<file path="src/rtl/core/rmq_sqrt_cell.sv">
// One restoring square-root step: two radicand bits in, one root bit out.
// Registered cell of the square-root chain; depends on nothing but its ports.
module rmq_sqrt_cell #(
  parameter int unsigned RW = 64,
  parameter int unsigned QW = 32
) (
  input  logic          clk_i,
  input  logic          en_i,
  input  logic [RW-1:0] rad_i,
  input  logic [QW+1:0] rem_i,
  input  logic [QW-1:0] root_i,
  output logic [RW-1:0] rad_o,
  output logic [QW+1:0] rem_o,
  output logic [QW-1:0] root_o
);
  logic [QW+1:0] trial;
  logic [QW+1:0] rem_sh;

  assign rem_sh = {rem_i[QW-1:0], rad_i[RW-1 -: 2]};
  assign trial  = {root_i, 2'b01};

  always_ff @(posedge clk_i) begin
    if (en_i) begin
      rad_o <= {rad_i[RW-3:0], 2'b00};
      if (rem_sh >= trial) begin
        rem_o  <= rem_sh - trial;
        root_o <= {root_i[QW-2:0], 1'b1};
      end else begin
        rem_o  <= rem_sh;
        root_o <= {root_i[QW-2:0], 1'b0};
      end
    end
  end
endmodule

</file>
<file path="config.mk">
export PLATFORM = sky130hd
export DESIGN_NAME = rmq_sqrt_cell
export DESIGN_NICKNAME = d
export VERILOG_FILES = /design/src/rtl/core/rmq_sqrt_cell.sv
export SDC_FILE = /design/constraint.sdc
export NUM_CORES = 1
export LEC_CHECK = 0
export BUFFER_PORTS_ARGS = -buffer_cell sky130_fd_sc_hd__buf_2
export CELL_PAD_IN_SITES_DETAIL_PLACEMENT = 0
export CELL_PAD_IN_SITES_GLOBAL_PLACEMENT = 1
export CORE_UTILIZATION = 40
export DETAILED_ROUTE_END_ITERATION = 6
export MAX_ROUTING_LAYER = met4
export PLACE_DENSITY_LB_ADDON = 0.12
export SKIP_CTS_REPAIR_TIMING = 1
export SYNTH_ARGS = -nofsm -noshare
export SYNTH_HDL_FRONTEND = slang
export SYNTH_SLANG_ARGS = --single-unit
</file>
<file path="constraint.sdc">
create_clock -name clk_i -period 7.5 [get_ports clk_i]
set_input_delay 0.75 -clock clk_i [delete_from_list [all_inputs] [get_ports clk_i]]
set_output_delay 0.75 -clock clk_i [all_outputs]
set_load 0.05 [all_outputs]
</file>
==> metrics.txt <==
Tmin final=3.80 ns; Avg Cell Area, Syn=13.2 um2; initial DRC count=244; initial core utilization=0.412; Ports=262; CTS buffer count=17; htree depth=4; TNS Setup=0 ns; Seq/Total Area, Yosys=0.610; hold crit path type=in -> reg; vias per std cell=4.92; Die Height=128 um; number of synthesized flops with an enable pin=128; gr usage total=0.203; Via Count=4777; crit end category=register; buffers from clock root to sink, at most=2; Post-Synthesis Cells=477; main combinational cell family by area after synthesis=compound AO/OA/AOI/OAI gates; relative slew slack=0.352; DR WL/cell=15.9 um; Netlist cell types=60; post-synthesis simple-gate area fraction=0.0744; crit path DAT=3.97 ns; CP max-delay cell=inv_2; RSZ-0062 raised after global routing=no; # DRC=0; Main synth FF type=edfxtp_1; kind of critical path=in -> reg; leakage=0.00374 uW; number of antenna violations at the first check in global routing=0; fin util=0.551; CP max FO=29; CTS tree=built; Tcrit/Tclk final=0.507; Final GP Congestion=0.833; Port Buf Inserts=257; GRT overflow=0; Root Driver=clkbuf_16; mapped cell area=6300 um2; max-cap viol count=0; Pwr Total=2360 uW; Fillers=1362; adder-cell share of the synthesized area=0.0675; Synth async-reset ratio=0; Slew Viols, Final=0; Clock Sinks=128; Total Nets Final=912; run status=complete, no violations; vias in the first global route=4709; Compound-Gate Fraction of Synth Area=0.133; post-route ant nets=0; flops & latches, synth=128; Final setup viols=0; final number of hold-violating endpoints=0; die width=128 um; Yosys warnings=0; fmax=0.263 GHz; crit-path cells=buf_2 > inv_1 > ha_1 > nand3_2 > nor4b_2 > o31ai_2 > a2111oi_4 > o21ai_2 > a21boi_4 > nor2_4 > inv_2 > mux2_2; Die Area=16300 um2; share of cells above drive strength 1=0.428; multi-input logic area=2240 um2; crit path buf inv count=3; CP Launch Type=primary input; multiplexer area fraction after synthesis=0.0411; wirelength, routed=15500 um; post-DP HPWL=11800 um; FF/Latch Area=3840 um2; Clock transition at path regs=0.06 ns; PwrDens=280 nW/um2; Largest stage delay, worst path=0.51 ns; total iterations of the first detailed-routing run=5; Area growth, synth to finish=33.8%; first-pass GRT wire length=24300 um; # rows=45; largest net degree at the start of global routing=81; Synth Area in XOR/XNOR=0.0375; worst slew pin tran=0.972 ns; CP top delay family=compound AO/OA/AOI/OAI gates; core area=15300 um2; peak supply drop=145 uV; Ant. Diodes=0; Critical Path RT=7.66 ns
==> layout by cell type (no fill, tap or decap), types with 19 or more instances in the layout <==
| cell type | instances |
|---|---|
| buf_2 | 256 |
| edfxtp_1 | 128 |
| inv_1 | 41 |
| a21oi_1 | 39 |
| ha_1 | 34 |
| o21ai_0 | 23 |
| nand2_1 | 21 |
| mux2_2 | 19 |
==> kinds of logic after synthesis <==
logic type	count (synthesis)
other	1
buffers and inverters	51
multiplexers	22
AO/OA/AOI/OAI	124
AND/OR/NAND/NOR	90
adder cells (fa/ha/maj)	34
XOR/XNOR	27
flip-flops	128
==> state kept, by name, indices dropped and copies added, names as in the netlist <==
register  flops
rad_o        62
rem_o        34
root_o       32
==> per-stage QoR <==
step	hold slack [ns]	setup WS [ns]	cell area, um2	cells
2_1_floorplan	0.849	4.13	6310	478
3_3_place_gp	0.927	3.24	7800	938
3_5_place_dp	0.928	3.22	7800	938
4_1_cts	0.483	3.68	8430	970
5_1_grt	0.486	3.40	8430	970
6_report	0.502	3.70	8430	970
==> report_power, final <==
group          internal [uW]  total, uW  switching (uW)
Clock                    563        892             328
Combinational            166        581             415
Sequential               870        885            14.7
==> layout make-up <==
| class | instances | area share |
|---|---|---|
| clock buffers | 18 | 0.0509 |
| well taps | 211 | 0.0313 |
| multi-input cells | 299 | 0.265 |
| clock inverters | 14 | 0.0245 |
| repair buffers | 258 | 0.154 |
| inverters | 42 | 0.0187 |
| flip-flops and latches | 128 | 0.456 |
==> cell usage after synthesis (all sizes together), types with 10 or more instances <==
master  number  area (um2)
o21ai       24         124
a21oi       39         195
ha          34         425
edfxtp     128        3840
mux2        22         259
nand3       15        80.1
nor3        12        65.1
xor2        10        87.6
nor2        18        75.1
inv         42         158
xnor2       17         149
a21o        17         128
nand2       21        78.8
==> routing by layer <==
metal | routed length, um | global-route usage | vias up
li1 | - | - | 2350
met1 | 6350 | 0.236 | 2224
met2 | 7760 | 0.333 | 187
met3 | 1120 | 0.0574 | 16
met4 | 225 | 0.0763 | 0
met5 | 0 | - | -
==> worst paths after layout <==
| kind | from | end | depth (start not counted) |
|---|---|---|---|
| worst max-delay path | root_i[7] | rem_o[6] | 12 |
| worst min-delay path | rad_i[44] | rad_o[46] | 1 |
Power figures use the tool's default switching activity.
