<file path="config.mk">
export PLATFORM = sky130hd
export DESIGN_NAME = rmq_div_cell
export DESIGN_NICKNAME = d
export VERILOG_FILES = /design/src/rtl/core/rmq_div_cell.sv
export SDC_FILE = /design/constraint.sdc
export NUM_CORES = 1
export LEC_CHECK = 0
export BUFFER_PORTS_ARGS = -buffer_cell sky130_fd_sc_hd__buf_4
export CAP_MARGIN = 20
export CORE_ASPECT_RATIO = 1.1
export CORE_MARGIN = 5
export CORE_UTILIZATION = 40
export DETAILED_ROUTE_END_ITERATION = 7
export PLACE_DENSITY = 0.7
export SYNTH_ARGS = -nofsm -noshare
export SYNTH_HDL_FRONTEND = slang
export SYNTH_SLANG_ARGS = --single-unit
</file>
<file path="constraint.sdc">
create_clock -name clk_i -period 3.7 [get_ports clk_i]
set_input_delay 0.37 -clock clk_i [delete_from_list [all_inputs] [get_ports clk_i]]
set_output_delay 0.37 -clock clk_i [all_outputs]
set_load 0.02 [all_outputs]
</file>
<file path="src/rtl/core/rmq_div_cell.sv">
// One restoring division step on magnitudes: one quotient bit per cell.
// Registered cell of the divider chain; depends on nothing but its ports.
module rmq_div_cell #(
  parameter int unsigned NW = 64,
  parameter int unsigned DW = 32
) (
  input  logic          clk_i,
  input  logic          en_i,
  input  logic [NW-1:0] num_i,
  input  logic [DW:0]   rem_i,
  input  logic [DW-1:0] den_i,
  output logic [NW-1:0] num_o,
  output logic [DW:0]   rem_o
);
  logic [DW+1:0] rem_sh;

  assign rem_sh = {rem_i, num_i[NW-1]};

  always_ff @(posedge clk_i) begin
    if (en_i) begin
      if (rem_sh >= {2'b00, den_i}) begin
        rem_o <= (DW+1)'(rem_sh - {2'b00, den_i});
        num_o <= {num_i[NW-2:0], 1'b1};
      end else begin
        rem_o <= (DW+1)'(rem_sh);
        num_o <= {num_i[NW-2:0], 1'b0};
      end
    end
  end
endmodule

</file>
==> metrics.txt <==
fin. max-slew vios=0; clock transition at the registers of the reported paths=0.08 ns; Max Freq=0.340 GHz; Post-Layout Cell Count=837; mux share of post-synthesis cell area=0.441%; CP peak stage delay=0.43 ns; core area=12600 µm²; Cell Int Power=2.23 mW; CP max stage cell=fa_1; GPL Wtd Cong=0.847; Vias=4250; Logic pwr share=28.2%; setup_tns=0 ns; endpoints failing setup=0; die width=118 µm; Pwr per Cell Area=439 nW/µm²; total track usage=18.9%; Post-Syn Area=5100 µm²; global-route wire length before repair=22.7 mm; minimum clock period after layout=2.94 ns; I/O pin total=228; Cells after DPL=821; P_sw=0.960 mW; antenna cells=0; worst slew pin tran=1.06 ns; kind of critical path=primary input to register; DR DRC count=0; hold violation total from the final report=0; outcome=finished, final reports clean; post-route ant nets=0; largest delay contributor family on the critical path=compound AO/OA/AOI/OAI gates; WP data required=3.80 ns; fin crit share=79.5%; Slew HR=29.3%; Data arrival, critical path=3.04 ns; Post-DP HPWL=11.8 mm; gr ovfl total=0; I/O Buffers=227; CTS buffer count=9; initial antenna violation count=0; worst-case clock buffer depth=2; Yosys Warn Count=0; clock power share=27.9%; commonest non-fill, non-tap cells in the layout=buf_4, edfxtp_1, a21oi_1, inv_1, nor2_1; vias per inst=5.08; number of flops mapped to enable cells by yosys=97; largest net degree at the start of global routing=83; total setup buffers inserted after CTS=0; P_leak=3.27 nW; Hold Path Class=primary input to register; Area Overhead vs Synth=42.5%; largest family of logic cells by synthesized area=compound AO/OA/AOI/OAI gates; vias in the first global route=4244; initial DRC count=345; Startpoint Class=primary input; layout cells sized above 1=38.2%; commonest non-fill, non-tap cell in the layout=buf_4; unrepaired setup endpoints after global routing=no; cts hold-fix bufs=0; die area=15100 µm²; average wire per cell in the routed design=17.8 µm; simple-gate share of the synthesized area=10.1%; Compound-Gate Fraction of Synth Area=15.4%; max-cap viol count=0; FP Rows=43; Die H=128 µm; H-tree depth=3; final net count=839; Syn Nets=607; CP cell instances=buf_4 > inv_1 > ha_1 > inv_1 > fa_1 > a211oi_2 > o211a_1 > nor2_1 > a21o_1 > a311o_1 > a311oi_2 > o21ai_1 > mux2_1; Crit. End Element=register; Sequential Power Share=43.9%; #FFs+latches synth=97; Mapped Cells=443; XOR/XNOR share of the synthesized area=4.63%; main flop type after synthesis=edfxtp_1; Sink Count=97; CTS resizes=0; Clock Root Buffer=clkbuf_16; Max IR drop VDD=0.283 mV; PnR Total Power=3.19 mW; Adder-Cell Fraction of Synth Area=8.24%; crit-path max FO=4; switch share=30.1%; crit-path most repeated cell=inv_1; Cell variety after synth=53; Initial Util=40.5%; Detailed Routing Iterations Pass 1=5; Async S/R FF share, synth=0%; Routed WL=14.9 mm; syn_area_per_cell=11.5 µm²; sequential fraction of the synthesis area=57.1%; Buf+Inv Stages, Crit Path=3; TritonCTS clock tree=built
-- kinds of logic after synthesis --
kind of cell | count (synthesis)
compound gates | 117
flops | 97
xor+xnor | 27
fa+ha+maj | 33
buf+inv | 54
mux | 2
simple gates | 113
-- sequential cells by signal (all words and copies together), names as in the netlist --
| name | cells |
|---|---|
| num_o | 64 |
| rem_o | 33 |
-- Yosys cell counts, types with 2 or more instances --
cell type / count / area share, %
a211o_1: 2 / 0.34
o211a_1: 3 / 0.59
nor2_1: 37 / 2.7
xnor2_1: 18 / 3.1
xor2_1: 9 / 1.5
o21bai_1: 5 / 0.74
nand4_1: 5 / 0.61
o2111ai_1: 2 / 0.34
a21oi_2: 2 / 0.34
o21a_1: 2 / 0.29
nand3_1: 8 / 0.78
or3_1: 2 / 0.25
edfxtp_1: 97 / 57
a31oi_4: 2 / 0.83
o211ai_2: 2 / 0.49
and2_1: 5 / 0.61
buf_2: 5 / 0.49
nor3_1: 5 / 0.49
a31oi_1: 4 / 0.49
a21o_1: 9 / 1.3
a21oi_1: 49 / 4.8
nand2b_1: 5 / 0.61
a211oi_1: 2 / 0.29
nor2b_1: 3 / 0.37
o21ai_1: 7 / 0.69
o21ai_0: 11 / 1.1
clkbuf_1: 6 / 0.44
inv_1: 42 / 3.1
nand2_1: 36 / 2.6
ha_1: 32 / 7.8
o211ai_1: 4 / 0.59
-- power by group through the flow --
stage          sequential (mW)  clock, mW  combinational, mW
2_1_floorplan             1.58          0              0.343
3_3_place_gp              1.42          0              0.893
3_5_place_dp              1.42          0              0.903
4_1_cts                   1.40      0.921              0.908
5_1_grt                   1.41      0.954              0.975
6_report                  1.40      0.891              0.900
-- layout make-up --
| cell class | count | area, µm² |
|---|---|---|
| Sequential cell | 97 | 2910 |
| Clock buffer | 9 | 225 |
| Inverter | 43 | 161 |
| Multi-Input combinational cell | 292 | 1980 |
| Timing Repair Buffer | 232 | 1740 |
| Clock inverter | 7 | 53.8 |
| Tap cell | 157 | 196 |
| Fill cell | 1091 | 5320 |
-- stage by stage --
stage          util, %  hold WS, ns  area, µm²  setup slack [ns]
3_3_place_gp      55.6        0.549       6990             0.499
3_5_place_dp      55.6        0.549       6990             0.401
5_1_grt           57.8        0.189       7270             0.597
6_report          57.8        0.195       7270             0.757
4_1_cts           57.8        0.183       7270             0.772
2_1_floorplan        -        0.469       5100             0.757
-- layer usage --
layer | track usage, % | vias up | share of wire (%)
met5 | 0 | - | 0
met4 | 4.52 | 0 | 0.85
met3 | 6.24 | 8 | 8.0
met2 | 33.4 | 151 | 51
met1 | 22.5 | 2016 | 40
li1 | - | 2075 | -
-- final timing paths --
path / end / start / cells past startpoint / slack, ns
setup / recovery: rem_o[32] / num_i[63] / 13 / 0.76
hold / removal: num_o[38] / num_i[37] / 1 / 0.20
Note: power is estimated with default switching activity, not from simulation.
